--- src/rtl/vdle_pkg.sv ---
`timescale 1ns / 1ps
// ----------------------------------------------------------------------------
// vdle_pkg
// Shared constants, opcode codes and the result record of the vector
// display list engine.
// ----------------------------------------------------------------------------
package vdle_pkg;

  // Return stack geometry
  localparam int unsigned STACK_DEPTH = 16;
  localparam int unsigned SP_W        = $clog2(STACK_DEPTH);

  // Reset and frame start values
  localparam logic [15:0] START_RESET = 16'h4000;
  localparam logic [15:0] JUMP_BASE   = 16'h2000;
  localparam logic [19:0] BEAM_HOME   = 20'd2048;
  localparam logic [3:0]  SCALE_FRAME = 4'd1;
  localparam logic [3:0]  SCALE_UNITY = 4'd8;
  localparam logic [3:0]  LONG_TOP    = 4'd9;

  // Item operations
  localparam logic OPR_FRAME = 1'b0;
  localparam logic OPR_EXEC  = 1'b1;

  // Opcodes in the upper nibble of byte 1 (1..9 are long vectors)
  localparam logic [3:0] OP_HALT_ZERO = 4'h0;
  localparam logic [3:0] OP_POSITION  = 4'hA;
  localparam logic [3:0] OP_HALT      = 4'hB;
  localparam logic [3:0] OP_CALL      = 4'hC;
  localparam logic [3:0] OP_RETURN    = 4'hD;
  localparam logic [3:0] OP_JUMP      = 4'hE;
  localparam logic [3:0] OP_SHORT     = 4'hF;

  // One result transaction
  typedef struct packed {
    logic [15:0]        next_address;
    logic               draw_visible;
    logic signed [19:0] start_x;
    logic signed [19:0] start_y;
    logic signed [19:0] end_x;
    logic signed [19:0] end_y;
    logic               halted;
  } result_t;

endpackage

--- src/rtl/vector_display_list_engine_unit.sv ---
`timescale 1ns / 1ps
// ----------------------------------------------------------------------------
// vector_display_list_engine_unit
// Executes a vector display list one instruction per transaction: beam
// moves, scaling, jumps, calls and returns through a return stack memory.
// ----------------------------------------------------------------------------
//  channel | signals                                   | direction
//  in      | in_valid_i/in_ready_o, operation, bytes   | consumer
//  out     | out_valid_o/out_ready_i, result fields    | producer
//  cfg     | cfg_valid_i/cfg_ready_o, cfg_data_i       | consumer
//
//  One instruction per cycle while in_ready_o is high; each result is
//  registered in the output or skid register. The return stack memory
//  keeps its top entry in a registered read tracking the SP every cycle.
//  Reset clears control state only; the stack needs no clearing pass.
//  A stalled output fills the skid entry, then in_ready_o drops.
//  cfg_ready_o is always high.
// ----------------------------------------------------------------------------
module vector_display_list_engine_unit (
  input  logic               clk_i,
  input  logic               rst_ni,
  input  logic               in_valid_i,
  output logic               in_ready_o,
  input  logic               operation_i,
  input  logic [7:0]         instr_byte0_i,
  input  logic [7:0]         instr_byte1_i,
  input  logic [7:0]         instr_byte2_i,
  input  logic [7:0]         instr_byte3_i,
  output logic               out_valid_o,
  input  logic               out_ready_i,
  output logic [15:0]        next_address_o,
  output logic               draw_visible_o,
  output logic signed [19:0] start_x_o,
  output logic signed [19:0] start_y_o,
  output logic signed [19:0] end_x_o,
  output logic signed [19:0] end_y_o,
  output logic               halted_o,
  input  logic               cfg_valid_i,
  output logic               cfg_ready_o,
  input  logic [15:0]        cfg_data_i
);
  import vdle_pkg::*;

  logic [15:0]     start_q;
  logic [15:0]     pc_q, pc_d;
  logic [19:0]     bx_q, bx_d, by_q, by_d;
  logic [3:0]      gs_q, gs_d;
  logic [SP_W-1:0] sp_q, sp_d, rd_addr;
  logic            halt_q, halt_d;
  logic            in_fire, lit, push;
  logic [15:0]     top;
  logic [3:0]      opc;
  logic [19:0]     sx, sy;
  logic [9:0]      mag_x, mag_y;
  logic [1:0]      sv_sh;
  logic [3:0]      lv_sh;
  logic [15:0]     jtgt;
  result_t         res;

  function automatic logic [SP_W-1:0] sp_inc(input logic [SP_W-1:0] p);
    return (p == SP_W'(STACK_DEPTH - 1)) ? '0 : p + SP_W'(1);
  endfunction

  function automatic logic [SP_W-1:0] sp_dec(input logic [SP_W-1:0] p);
    return (p == '0) ? SP_W'(STACK_DEPTH - 1) : p - SP_W'(1);
  endfunction

  // Global scale: 8 keeps, above 8 shifts right by 16 - g, below shifts left
  function automatic logic [19:0] gscale(input logic [9:0] m, input logic [3:0] g);
    logic [19:0] m20;
    m20 = 20'(m);
    if (g == SCALE_UNITY) begin
      return m20;
    end else if (g > SCALE_UNITY) begin
      return m20 >> (4'(5'd16 - 5'(g)));
    end
    return m20 << g;
  endfunction

  function automatic logic [19:0] move(input logic [19:0] pos, input logic [19:0] mag,
                                       input logic neg);
    return neg ? (pos - mag) : (pos + mag);
  endfunction

  assign in_fire     = in_valid_i && in_ready_o;
  assign cfg_ready_o = 1'b1;
  assign opc         = instr_byte1_i[7:4];
  assign jtgt        = 16'((16'({instr_byte1_i[3:0], instr_byte0_i}) + JUMP_BASE) << 1);
  assign sv_sh       = {instr_byte0_i[3], instr_byte1_i[3]};
  assign lv_sh       = LONG_TOP - opc;

  // Decode and execute one instruction
  always_comb begin
    pc_d   = pc_q;
    bx_d   = bx_q;
    by_d   = by_q;
    gs_d   = gs_q;
    sp_d   = sp_q;
    halt_d = halt_q;
    lit    = 1'b0;
    push   = 1'b0;
    sx     = bx_q;
    sy     = by_q;
    mag_x  = '0;
    mag_y  = '0;
    if (in_fire) begin
      if (operation_i == OPR_FRAME) begin
        pc_d   = start_q;
        bx_d   = BEAM_HOME;
        by_d   = BEAM_HOME;
        gs_d   = SCALE_FRAME;
        sp_d   = '0;
        halt_d = 1'b0;
        sx     = BEAM_HOME;
        sy     = BEAM_HOME;
      end else if (!halt_q) begin
        case (opc)
          OP_HALT_ZERO, OP_HALT: begin
            halt_d = 1'b1;
          end
          OP_POSITION: begin
            gs_d = instr_byte3_i[7:4];
            by_d = 20'({instr_byte1_i[3:0], instr_byte0_i});
            bx_d = 20'({instr_byte3_i[3:0], instr_byte2_i});
            pc_d = pc_q + 16'd4;
          end
          OP_CALL: begin
            push = 1'b1;
            sp_d = sp_inc(sp_q);
            pc_d = jtgt;
          end
          OP_RETURN: begin
            sp_d = sp_dec(sp_q);
            pc_d = top;
          end
          OP_JUMP: begin
            pc_d = jtgt;
          end
          OP_SHORT: begin
            lit   = instr_byte0_i[7:4] != 4'd0;
            mag_x = 10'({instr_byte0_i[1:0], 1'b0}) << sv_sh;
            mag_y = 10'({instr_byte1_i[1:0], 1'b0}) << sv_sh;
            bx_d  = move(bx_q, gscale(mag_x, gs_q), instr_byte0_i[2]);
            by_d  = move(by_q, gscale(mag_y, gs_q), instr_byte1_i[2]);
            pc_d  = pc_q + 16'd2;
          end
          default: begin
            // long vector, opcodes 1 to 9
            lit   = instr_byte3_i[7:4] != 4'd0;
            mag_y = {instr_byte1_i[1:0], instr_byte0_i} >> lv_sh;
            mag_x = {instr_byte3_i[1:0], instr_byte2_i} >> lv_sh;
            bx_d  = move(bx_q, gscale(mag_x, gs_q), instr_byte3_i[2]);
            by_d  = move(by_q, gscale(mag_y, gs_q), instr_byte1_i[2]);
            pc_d  = pc_q + 16'd4;
          end
        endcase
      end
    end
  end

  // Track the top entry at the next stack pointer
  assign rd_addr = sp_dec(sp_d);

  vdle_stack u_stack (
    .clk_i   (clk_i),
    .we_i    (push),
    .waddr_i (sp_q),
    .wdata_i (pc_q + 16'd2),
    .raddr_i (rd_addr),
    .top_o   (top)
  );

  // Update engine state
  always_ff @(posedge clk_i or negedge rst_ni) begin
    if (!rst_ni) begin
      start_q <= START_RESET;
      pc_q    <= START_RESET;
      bx_q    <= BEAM_HOME;
      by_q    <= BEAM_HOME;
      gs_q    <= SCALE_FRAME;
      sp_q    <= '0;
      halt_q  <= 1'b0;
    end else begin
      if (cfg_valid_i && cfg_ready_o) begin
        start_q <= cfg_data_i;
      end
      pc_q   <= pc_d;
      bx_q   <= bx_d;
      by_q   <= by_d;
      gs_q   <= gs_d;
      sp_q   <= sp_d;
      halt_q <= halt_d;
    end
  end

  // Assemble the result transaction
  always_comb begin
    res.next_address = pc_d;
    res.draw_visible = lit;
    res.start_x      = $signed(sx);
    res.start_y      = $signed(sy);
    res.end_x        = $signed(bx_d);
    res.end_y        = $signed(by_d);
    res.halted       = halt_d;
  end

  result_t out_res;

  vdle_outbuf u_outbuf (
    .clk_i       (clk_i),
    .rst_ni      (rst_ni),
    .in_valid_i  (in_valid_i),
    .in_ready_o  (in_ready_o),
    .in_data_i   (res),
    .out_valid_o (out_valid_o),
    .out_ready_i (out_ready_i),
    .out_data_o  (out_res)
  );

  assign next_address_o = out_res.next_address;
  assign draw_visible_o = out_res.draw_visible;
  assign start_x_o      = out_res.start_x;
  assign start_y_o      = out_res.start_y;
  assign end_x_o        = out_res.end_x;
  assign end_y_o        = out_res.end_y;
  assign halted_o       = out_res.halted;

  // A halted engine ignores instructions
  a_halt_holds: assert property (@(posedge clk_i) disable iff (!rst_ni)
    in_fire && (operation_i == OPR_EXEC) && halt_q |=>
      (pc_q == $past(pc_q)) && (bx_q == $past(bx_q)) && (by_q == $past(by_q)))
    else $error("halted engine changed state");

  // Frame start homes the beam and empties the stack
  a_frame_home: assert property (@(posedge clk_i) disable iff (!rst_ni)
    in_fire && (operation_i == OPR_FRAME) |=>
      (bx_q == BEAM_HOME) && (by_q == BEAM_HOME) && (sp_q == '0) && !halt_q)
    else $error("frame start did not home the engine");

  // A pushed return address is visible as the top entry next cycle
  a_push_forward: assert property (@(posedge clk_i) disable iff (!rst_ni)
    push |=> (top == $past(pc_q) + 16'd2))
    else $error("return stack top not forwarded after call");

  // Input stalls only while a result is waiting
  a_stall_cause: assert property (@(posedge clk_i) disable iff (!rst_ni)
    !in_ready_o |-> out_valid_o)
    else $error("input stalled with empty output");

endmodule

--- src/rtl/vdle_stack.sv ---
`timescale 1ns / 1ps
// ----------------------------------------------------------------------------
// vdle_stack
// Return stack memory with a registered top-of-stack read. A write to the
// address being read in the same cycle is forwarded to the read register.
// ----------------------------------------------------------------------------
module vdle_stack (
  input  logic                      clk_i,
  input  logic                      we_i,
  input  logic [vdle_pkg::SP_W-1:0] waddr_i,
  input  logic [15:0]               wdata_i,
  input  logic [vdle_pkg::SP_W-1:0] raddr_i,
  output logic [15:0]               top_o
);
  import vdle_pkg::*;

  logic [15:0] mem [STACK_DEPTH];
  logic [15:0] top_q;

  // Write the pushed address
  always_ff @(posedge clk_i) begin
    if (we_i) begin
      mem[waddr_i] <= wdata_i;
    end
  end

  // Read the top entry, write data first on an address match
  always_ff @(posedge clk_i) begin
    if (we_i && (waddr_i == raddr_i)) begin
      top_q <= wdata_i;
    end else begin
      top_q <= mem[raddr_i];
    end
  end

  assign top_o = top_q;

endmodule

--- src/rtl/vdle_outbuf.sv ---
`timescale 1ns / 1ps
// ----------------------------------------------------------------------------
// vdle_outbuf
// Two-entry output buffer: an output register plus a skid register, so the
// input side can take one more result while a result waits for the consumer.
// ----------------------------------------------------------------------------
module vdle_outbuf (
  input  logic              clk_i,
  input  logic              rst_ni,
  input  logic              in_valid_i,
  output logic              in_ready_o,
  input  vdle_pkg::result_t in_data_i,
  output logic              out_valid_o,
  input  logic              out_ready_i,
  output vdle_pkg::result_t out_data_o
);
  import vdle_pkg::*;

  logic    out_valid_q, out_valid_d;
  logic    skid_valid_q, skid_valid_d;
  result_t out_data_q, skid_data_q;
  logic    in_fire, out_fire, load_out, load_skid, move_skid;

  assign in_ready_o = !skid_valid_q;
  assign in_fire    = in_valid_i && in_ready_o;
  assign out_fire   = out_valid_q && out_ready_i;

  // Steer the incoming transaction and drain the skid entry
  always_comb begin
    load_out     = 1'b0;
    load_skid    = 1'b0;
    move_skid    = 1'b0;
    out_valid_d  = out_valid_q;
    skid_valid_d = skid_valid_q;
    if (out_fire) begin
      if (skid_valid_q) begin
        move_skid    = 1'b1;
        skid_valid_d = 1'b0;
      end else begin
        out_valid_d = 1'b0;
      end
    end
    if (in_fire) begin
      if (!out_valid_q || out_fire) begin
        load_out    = 1'b1;
        out_valid_d = 1'b1;
      end else begin
        load_skid    = 1'b1;
        skid_valid_d = 1'b1;
      end
    end
  end

  always_ff @(posedge clk_i or negedge rst_ni) begin
    if (!rst_ni) begin
      out_valid_q  <= 1'b0;
      skid_valid_q <= 1'b0;
    end else begin
      out_valid_q  <= out_valid_d;
      skid_valid_q <= skid_valid_d;
    end
  end

  // Hold payloads until replaced
  always_ff @(posedge clk_i) begin
    if (load_out) begin
      out_data_q <= in_data_i;
    end else if (move_skid) begin
      out_data_q <= skid_data_q;
    end
    if (load_skid) begin
      skid_data_q <= in_data_i;
    end
  end

  assign out_valid_o = out_valid_q;
  assign out_data_o  = out_data_q;

endmodule
--- config.mk ---
export PLATFORM = sky130hd
export DESIGN_NAME = vector_display_list_engine_unit
export DESIGN_NICKNAME = d
export VERILOG_FILES = /design/src/rtl/vdle_pkg.sv /design/src/rtl/vector_display_list_engine_unit.sv /design/src/rtl/vdle_stack.sv /design/src/rtl/vdle_outbuf.sv
export SDC_FILE = /design/constraint.sdc
export NUM_CORES = 1
export LEC_CHECK = 0
export BUFFER_PORTS_ARGS = -buffer_cell sky130_fd_sc_hd__buf_2
export CAP_MARGIN = 20
export CORE_ASPECT_RATIO = 2
export CORE_MARGIN = 8
export CORE_UTILIZATION = 35
export DETAILED_ROUTE_END_ITERATION = 16
export GPL_TIMING_DRIVEN = 0
export SLEW_MARGIN = 10
export SYNTH_ARGS = -nofsm -noshare
export SYNTH_HDL_FRONTEND = slang
export SYNTH_SLANG_ARGS = --single-unit
--- constraint.sdc ---
create_clock -name clk_i -period 7.55 [get_ports clk_i]
set_input_delay 0.3775 -clock clk_i [delete_from_list [all_inputs] [get_ports clk_i]]
set_output_delay 0.3775 -clock clk_i [all_outputs]
set_load 0.01 [all_outputs]
Word level (Yosys, flattened, before mapping). Memory sizes are Yosys's and may differ from the RTL's. A register that Yosys moved wholly into a read port is not among the register bits. Index checks and enable logic that the tools add are counted. Widths: inputs -> output; s select.

Output and inout port bits: 101. Input port bits: 54. Flip-flop bits (word level): 279. Memories: 1. Memory bits (writable): 256.

Magnitude comparators: 1. Reductions and logical operators: 17. Multiplexer cells: 97. Shift-type cells: 12. Equal/unequal tests: 10. Add/sub/neg operators: 16.

Memories: u_stack.mem (words 16, bits a word 16, read ports 1, clocked after Yosys merged registers in 1, write ports 1, RTL line vdle_stack.sv:17) `logic [15:0] mem [STACK_DEPTH];`.

Operator list (count): $mux 20 (42); $mux 98 (2); $pmux 20 s3 (2); $add 20x20->20 (4); $shl 10x4->20 (4); $shr 10x4->20 (4); $sub 20x20->20 (4); $pmux 16 s4 (1); $mux 16 (3); $mux 1 (36); $mux 4 (9); $eq 4x4->1 const B (8); $shl 3x2->10 (2); $shr 10x4->10 (2); $add 16x2->16 const B (1); $add 16x3->16 const B (1); $add 12x14->15 const B (1); $logic_not 4->1 (3); $pmux 4 s2 (1); $reduce_bool 4->1 (2); $sub 4x1->4 const B (2); $reduce_or 7->1 (1); $reduce_or 6->1 (1); $reduce_or 5->1 (1); other kinds (13) (16).

Depth between registers and ports, before layout. Gate-level depths: netlist (run 1).

Depth after elaboration: 19. Mapped depth: 34. Gate-level depth less buffers: 27.

Cells and area by module. Synthesis (run 1) repeated with hierarchy kept, for this count alone.

Cell total of the unflattened synthesis: 2539. Area, all modules: 29933.7 µm².

By module, submodules not included: vector_display_list_engine_unit (area an instance 12883.6 µm², instances 1, cells an instance 1801); vdle_stack (area an instance 9803.2 µm², instances 1, cells an instance 420); vdle_outbuf (area an instance 7247.0 µm², instances 1, cells an instance 318).

Least setup slack after synthesis (run 1). OpenSTA, ideal clock, no wires.

Kind: register -> register. From: reg u_outbuf.skid_valid_q. To: reg u_outbuf.out_data_q, in the netlist u_outbuf.out_data_o[0], enable pin. Library setup time: 587 ps. Setup slack: 988 ps. Clock period less this slack: 6562 ps. Arrival: 5975 ps. Buffers on the path: 2. Stages on the path, launching flop included: 6. Required time: 6963 ps. Cell sequence: dfrtp_1 > nor2b_1 > clkbuf_1 > clkbuf_1 > a21oi_1 > a21oi_1.

Cells in the longest elaborated chain, start to end: 4. Elaborated cells on any way between the ends: 6. Those cells by class: mux (3); reduce/logical (3).

Ends and longest elaborated chain: from (decl) (RTL line vdle_outbuf.sv:20) `logic skid_valid_q, skid_valid_d;`; from (signal assigned) (RTL line vdle_outbuf.sv:60) `skid_valid_q <= skid_valid_d;`; $logic_not 1->1 (RTL line vdle_outbuf.sv:24) `assign in_ready_o = !skid_valid_q;`; $logic_and 1x1->1 (RTL line vdle_outbuf.sv:25) `assign in_fire = in_valid_i && in_ready_o;`; $mux 1 (RTL line vdle_outbuf.sv:43) `if (in_fire) begin`; $reduce_bool 2->1 (no line) *; to (signal assigned) (RTL line vdle_outbuf.sv:67) `out_data_q <= in_data_i;`; to (signal assigned) (RTL line vdle_outbuf.sv:69) `out_data_q <= skid_data_q;`; to (decl) (RTL line vdle_outbuf.sv:21) `result_t out_data_q, skid_data_q;`.

Every way passes the cells marked *; elsewhere a longest branch is shown, timed or not. A chain may end at the register's enable or synchronous reset.

Final worst setup path (run 1).
From: in instr_byte1_i[5]. To: reg u_outbuf.skid_data_q[20] (netlist bit) (data pin).

Cells in the longest elaborated chain, start to end: 16. Elaborated cells on any way between the ends: 26. Those cells by class: add/sub (3); eq/ne (6); shift (3); mux (12); reduce/logical (2).

Ends and longest elaborated chain: from (decl) (RTL line vector_display_list_engine_unit.sv:26) `input logic [7:0] instr_byte1_i,`; $sub 4x4->4 (RTL line vector_display_list_engine_unit.sv:90) `assign lv_sh = LONG_TOP - opc;`; $shr 10x4->10 (RTL line vector_display_list_engine_unit.sv:150) `mag_y = {instr_byte1_i[1:0], instr_byte0_i} >> lv_sh;`; $shr 10x4->20 (RTL line vector_display_list_engine_unit.sv:75) `return m20 >> (4'(5'd16 - 5'(g)));`; $mux 20 (RTL line vector_display_list_engine_unit.sv:74) `end else if (g > SCALE_UNITY) begin`; $mux 20 (RTL line vector_display_list_engine_unit.sv:72) `if (g == SCALE_UNITY) begin`; $mux 20 (RTL line vector_display_list_engine_unit.sv:77) `return m20 << g;`; $mux 20 (RTL line vector_display_list_engine_unit.sv:117) `case (opc)`; $mux 20 (RTL line vector_display_list_engine_unit.sv:116) `end else if (!halt_q) begin`; $mux 20 (RTL line vector_display_list_engine_unit.sv:107) `if (operation_i == OPR_FRAME) begin`; $mux 20 (RTL line vector_display_list_engine_unit.sv:106) `if (in_fire) begin`; $add 20x20->20 or $sub 20x20->20 (tied branches) (RTL line vector_display_list_engine_unit.sv:82) `return neg ? (pos - mag) : (pos + mag);`; $mux 20 (RTL line vector_display_list_engine_unit.sv:82); $pmux 20 s3 * (RTL line vector_display_list_engine_unit.sv:117); $mux 20 * (RTL line vector_display_list_engine_unit.sv:116); $mux 20 * (RTL line vector_display_list_engine_unit.sv:107); $mux 20 * (RTL line vector_display_list_engine_unit.sv:106); net by_d[19] (RTL line vector_display_list_engine_unit.sv:46) `logic [19:0] bx_q, bx_d, by_q, by_d;`; to (signal assigned) (RTL line vdle_outbuf.sv:72) `skid_data_q <= in_data_i;`; to (decl) (RTL line vdle_outbuf.sv:21).

Mark *: on every way through the listed nets, which the timed path passes. The rest lies on a longest branch. The select of a mux whose other input is x is not followed.

==> results of run 1 <==
-- registers in the layout, indices dropped and copies added (netlist names), 16 cells and up, named ones only --
| signal | flops |
|---|---|
| u_stack.mem | 256 |
| u_outbuf.out_data_o | 98 |
| start_q | 16 |
| by_q | 20 |
| pc_q | 16 |
| bx_q | 20 |
| u_outbuf.skid_data_q | 98 |
-- worst reg2reg max path: cells and delay by family, from the launching register on --
family | cells | cell delay (ps)
buf+inv | 5 | 1050
fa+ha+maj | 2 | 600
flops | 1 | 610
xor+xnor | 3 | 550
mux | 1 | 370
compound gates | 10 | 2360
simple gates | 7 | 1630
-- worst paths after layout --
check	startpoint	end	slack [ps]	depth (start not counted)
min reg2reg	start_q[7]	start_q[7]	510	1
min	cfg_data_i[11]	start_q[11]	40	2
max in group asynchronous	rst_ni	gs_q[0]	6480	3
max reg2reg	gs_q[0]	u_outbuf.skid_data_q[20]	220	28
max	instr_byte1_i[5]	u_outbuf.skid_data_q[20]	210	29
min in group asynchronous	rst_ni	pc_q[7]	330	2
-- metal layers --
layer | vias up | routed length [µm] | track usage [%]
met4 | 8 | 13100 | 22.8
met1 | 12300 | 42700 | 26.0
met2 | 1253 | 66800 | 47.1
li1 | 10700 | - | -
met3 | 523 | 8360 | 5.44
met5 | - | 48 | 0
-- power groups by stage --
stage / Sequential, mW / Clock, mW / Combinational (mW)
finish: 4.42 / 2.36 / 8.62
global route: 4.46 / 2.50 / 9.15
CTS: 4.41 / 2.40 / 8.25
detailed placement: 4.46 / 0 / 7.99
global placement: 4.55 / 0 / 7.86
floorplan: 4.52 / 0 / 5.01
-- Yosys cell counts (all sizes together), types with 25 or more instances --
cell,n,area (µm²)
xor2,36,315
a21oi,156,785
nand2,288,1080
nor2,215,807
mux4,97,2180
inv,52,195
nor3,49,255
buf,69,375
and2,42,263
a21o,31,233
dfrtp,78,1950
o21ai,187,951
edfxtp,452,13600
mux2,87,987
a31oi,25,163
mux2i,25,250
xnor2,56,498
nand3,64,320
ha,53,663
clkbuf,127,477
a22oi,37,278
nor2b,26,163
-- logic make-up after synthesis --
group           count (synthesis)
flops                         539
buf+inv                       249
xor+xnor                       92
other cells                     1
simple gates                  832
mux                           209
fa+ha+maj                      55
compound gates                689
-- repair_timing --
item	in CTS	in global routing
endpoints found under the setup margin	102	50
setup buffers	3	7
hold buffers	16	0
hold endpoints to repair	57	0
cloned	0	0
pin swaps	3	3
gates resized for setup	58	44
-- final cells by class --
cell class              count  area, µm²  share of cell area [%]
plain buffers             192        882                    2.50
well taps                1155       1450                    4.10
clock inverters            27        240                   0.681
diodes                      4       10.0                  0.0284
flip-flops and latches    539      15700                    44.6
repair buffers            212       1520                    4.30
clock buffers              59       1250                    3.55
inverters                  53        203                   0.575
multi-input cells        1878      14000                    39.6
==> out/qor.txt, run 1 <==
Period utilisation layout: 97.2%
Crit path required time: 8000 ps
Design area: 0.0353 mm²
Final nets: 3033
Register area share after synthesis: 52.0%
Drt drc: 0
Power Internal: 8.34 mW
Worst Setup Start Kind: primary input
Final worst slack: 212 ps
Gate power share: 56.0%
Leakage: 12.6 nW
Min Hold Slack: 36.4 ps
Routed len/inst: 31.8 µm
RSZ-0062 raised after global routing: yes
Mux contribution to synthesized area: 11.3%
H-Tree Depth: 2
Antenna violations before repair: 9
Total CTS buffers: 48
Status: finished, final reports clean
Die Wd: 224 µm
CP arrival: 7790 ps
Fin util: 41.1%
DR vias/cell: 6.02
Synth cell types: 113
Power per cell area: 437 mW/mm²
Pre-Repair DR Iteration Count: 5
Die height: 432 µm
CP Max Fanout: 10
Root Driver: clkbuf_16
Post-DRT Antenna Nets: 0
Pre-CTS setup slack: -2020 ps
VDD IR max: 0.209 mV
Clk pwr share: 15.3%
XOR/XNOR Fraction of Synth Area: 2.69%
Fmax: 136 MHz
Sink Count: 539
Final Non-Filler Cells: 4119
Std-Cell Rows: 152
Setup CP Type: primary input to register
Final setup vio count: 0
#FFs+latches synth: 539
Max-slew violations: 0
Hold Vio Cnt, Final: 0
Sequential share of power: 28.7%
Core box area: 0.0858 mm²
All-layer global routing usage: 26.5%
Largest net degree at the start of global routing: 46
Post-Syn Area: 0.0303 mm²
Yosys warns: 0
First-pass GRT wire length: 184000 µm
Min Tclk post-route: 7340 ps
Pwr Total: 15.4 mW
Most used cell along the critical path: buf_6
Worst clock skew: 50.8 ps
Leading cell types in the layout, fill and taps excluded: edfxtp_1, nand2_1, nor2_1
Vias: 24800
Cells after DPL: 4002
Port bufs: 145
Synth Area in Compound Gates: 15.2%
Synth Area in Simple Gates: 13.1%
Total gr overflow: 0
Die area: 0.0968 mm²
Initial core utilization: 35.3%
Worst path bufs/invs: 6
Worst min path class: primary input to register
First-iteration detailed-routing DRC count: 2360
Largest family of logic cells by synthesized area: compound AO/OA/AOI/OAI gates
Gpl congestion: 1.07
Max Buffers Root-to-Sink: 3
Layout cells sized above 1: 20.9%
Area Growth Syn to Fin: 16.4%
Post-Synth Adder-Cell Area: 2.32%
Max-cap violation count: 0
Final WL: 131000 µm
DP Wirelength: 101000 µm
Fillers: 8246
Psw: 7.07 mW
Max incr delay on CP: 640 ps
Placement Cell Area: 0.0331 mm²
Primary FF master, synth: edfxtp_1
Net Count, Synth: 2775
Clk slew on worst S/H paths: 80 ps
Slew headroom: 15.4%
Asr flop ratio synth: 15.4%
Delay-heaviest family, CP: compound AO/OA/AOI/OAI gates
Setup TNS: 0 ps
Clk Latency, worst-skew pair: 640 ps
Slowest cell on crit path: xor2_1
Post-synth EDFFs: 452
CP endpoint kind: register
Net Sw Frac: 45.9%
Vias in the first global route: 25400
Commonest non-fill, non-tap cell in the layout: edfxtp_1
Worst slew pin tran: 1270 ps
Ports: 155
Mapped Cells: 2666
Synthesized area per cell: 11.4 µm²
CTS tree: yes
Note: power is estimated with default switching activity, not from simulation.
==> inputs of run 2 (changes only) <==
--- a/config.mk
+++ b/config.mk
@@ -12,7 +12,9 @@
 export CORE_UTILIZATION = 35
 export DETAILED_ROUTE_END_ITERATION = 16
 export GPL_TIMING_DRIVEN = 0
+export PLACE_DENSITY = 0.57
 export SLEW_MARGIN = 10
 export SYNTH_ARGS = -nofsm -noshare
 export SYNTH_HDL_FRONTEND = slang
+export SYNTH_HIERARCHICAL = 1
 export SYNTH_SLANG_ARGS = --single-unit
==> run 2 against run 1 <==
Worst hold slack improved by 8.8 ps. Total power shrank 8.6%. Sequential power increased by 2%. Via count fell by 3.5%. Critical path depth unchanged. Largest power group unchanged. Critical endpoint is now u_outbuf/out_data_o[19]. Global-route usage down 0.089 points. Final cell count decreased by 4.2%.
==> out/qor.txt, run 2 <==
Worst slew pin tran: 1150 ps
Post-DRT Antenna Nets: 0
Post-Syn Area: 0.0299 mm²
Layout cells sized above 1: 25.9%
Die height: 430 µm
Slew headroom: 23.4%
Clk Latency, worst-skew pair: 630 ps
Leakage: 12.8 nW
Antenna violations before repair: 6
Fillers: 8044
Initial core utilization: 35.4%
Std-Cell Rows: 151
CP Max Fanout: 10
Ports: 155
Largest reg by FF count: u_stack/mem
DR vias/cell: 6.06
Net Count, Synth: 2647
Synth cell types: 109
Top-count cell post-synth: edfxtp_1
Period utilisation layout: 98.3%
Pre-Repair DR Iteration Count: 5
Mapped Cells: 2539
Die area: 0.0957 mm²
Reg-to-reg startpoint: gs_q[0]
Area fraction of the dominant cell type after synthesis: 45.3%
Worst Setup SP: gs_q[0]
Min Tclk post-route: 7420 ps
Total gr overflow: 0
Yosys warns: 6
Setup CP Type: register to register
Largest net degree at the start of global routing: 59
Largest register FFs: 256
CP endpoint kind: register
R2R cell count: 29
Multi-input gate area: 0.0138 mm²
Drt drc: 0
Power per cell area: 396 mW/mm²
Sink Count: 539
Worst clock skew: 37.9 ps
Worst Setup Start Kind: register
Final setup vio count: 0
Gpl congestion: 1.04
Commonest non-fill, non-tap cell in the layout: edfxtp_1
Most used cell along the critical path: a21oi_1
CP arrival: 7790 ps
DP Wirelength: 102000 µm
Clk slew on worst S/H paths: 80 ps
Core box area: 0.0846 mm²
FF/Latch Area: 0.0157 mm²
Vias in the first global route: 24700
Hold Path Origin: cfg_data_i[13]
Die Wd: 223 µm
Synthesized area per cell: 11.8 µm²
Routed len/inst: 32.9 µm
Primary FF master, synth: edfxtp_1
Largest cells by area after synthesis: edfxtp_1, dfrtp_1, mux4_2
Top cells by count, synth: edfxtp_1, nor2_1, nand2_1
Final Non-Filler Cells: 3948
Register area share after synthesis: 52.6%
Root Driver: clkbuf_16
VDD IR max: 0.234 mV
Post-synth EDFFs: 452
#FFs+latches synth: 539
Port bufs: 143
Status: finished, final reports clean
Cells after DPL: 3798
Leading cell types in the layout, fill and taps excluded: edfxtp_1, nor2_1, nand2_1
Fin util: 42.0%
Max-cap violation count: 0
Slowest cell on crit path: dfstp_2
CTS tree: yes
First-iteration detailed-routing DRC count: 1982
H-Tree Depth: 2
Fmax: 135 MHz
First-pass GRT wire length: 182000 µm
Asr flop ratio synth: 15.4%
Hold Vio Cnt, Final: 0
Max Buffers Root-to-Sink: 3
Total CTS buffers: 49
Max incr delay on CP: 660 ps
Worst min path class: primary input to register
Final nets: 2944
Max-slew violations: 0
Hold Crit Depth: 2
All-layer global routing usage: 26.4%
Vias: 23900
Crit path required time: 7920 ps
Final WL: 130000 µm
Cell taking the most area after synthesis: edfxtp_1
Area Growth Syn to Fin: 18.8%
==> run 2: cell count changes after synthesis, sizes merged, moves of 12 or more <==
cell / previous run / this run
nand4: 22 / 10
nand2: 288 / 187
a21o: 31 / 11
o21ai: 187 / 158
nand2b: 19 / 32
mux2: 87 / 137
nand3: 64 / 51
a22oi: 37 / 64
clkbuf: 127 / 96
mux4: 97 / 77
==> run 2: cell families after synthesis <==
group,after synthesis,share of synthesized area [%]
AO/OA/AOI/OAI,655,14.6
XOR/XNOR,93,2.75
adder cells (fa/ha/maj),54,2.31
buffers and inverters,237,3.56
flip-flops,539,52.6
multiplexers,245,12.4
other,1,0.0125
AND/OR/NAND/NOR,715,11.8
==> run 2: metal layers <==
metal,up-vias,global-route usage (%),wire (µm)
met2,1137,49.7,68900
li1,10300,-,-
met4,8,23.0,14200
met5,-,0,46
met3,524,4.50,6970
met1,11900,24.0,39600
==> run 2: report_power, final <==
part | total [mW] | internal [mW] | switching [mW] | leakage (nW)
logic | 7.04 | 2.58 | 4.46 | 6.87
registers | 4.50 | 4.17 | 0.329 | 5.19
clock network | 2.54 | 1.36 | 1.18 | 0.782
==> run 2: final cells by class <==
cell class	instances	area share, %
plain buffers	167	2.74
clock inverters	34	0.954
repair buffers	251	5.31
clock buffers	56	3.55
well taps	1071	3.77
diodes	2	0.0141
flip-flops and latches	539	44.3
multi-input cells	1763	38.7
inverters	65	0.721
==> run 2: timing repair <==
item                       CTS  global route
buffers inserted             9            34
hold endpoints to repair    38             0
hold buffers                16             0
gates resized for setup    110            71
setup endpoints to repair  113            21
pin swaps                   11            32
cloned                       0             1
==> run 2: through the flow <==
stage          cell area [µm²]  setup slack, ps  setup TNS (ps)  hold WS, ps  power [mW]
2_1_floorplan            29900              452               0         81.9        8.55
3_3_place_gp             32000            -3860         -263530          531        10.9
3_5_place_dp             32800            -3320         -194810          359        11.1
4_1_cts                  35000            -31.0           -31.0         3.59        13.8
5_1_grt                  35600            -46.7           -80.0         17.9        14.7
6_report                 35600              128               0         45.1        14.1
==> run 2: critical path, delay by kind of cell, from the launching register on <==
family | cells | cell delay (ps)
flops | 1 | 660
compound gates | 13 | 2900
xor+xnor | 2 | 250
buf+inv | 7 | 1070
simple gates | 3 | 830
mux | 2 | 610
fa+ha+maj | 2 | 800
==> run 2: final timing paths <==
path                                                 to  slack, ps
worst max-delay path            u_outbuf/out_data_o[19]        130
worst min-delay path                        start_q[13]         50
worst max register to register  u_outbuf/out_data_o[19]        130
worst min register to register  u_outbuf/out_data_o[29]        540
max in group asynchronous                   start_q[14]       6550
min in group asynchronous                      by_q[10]        250
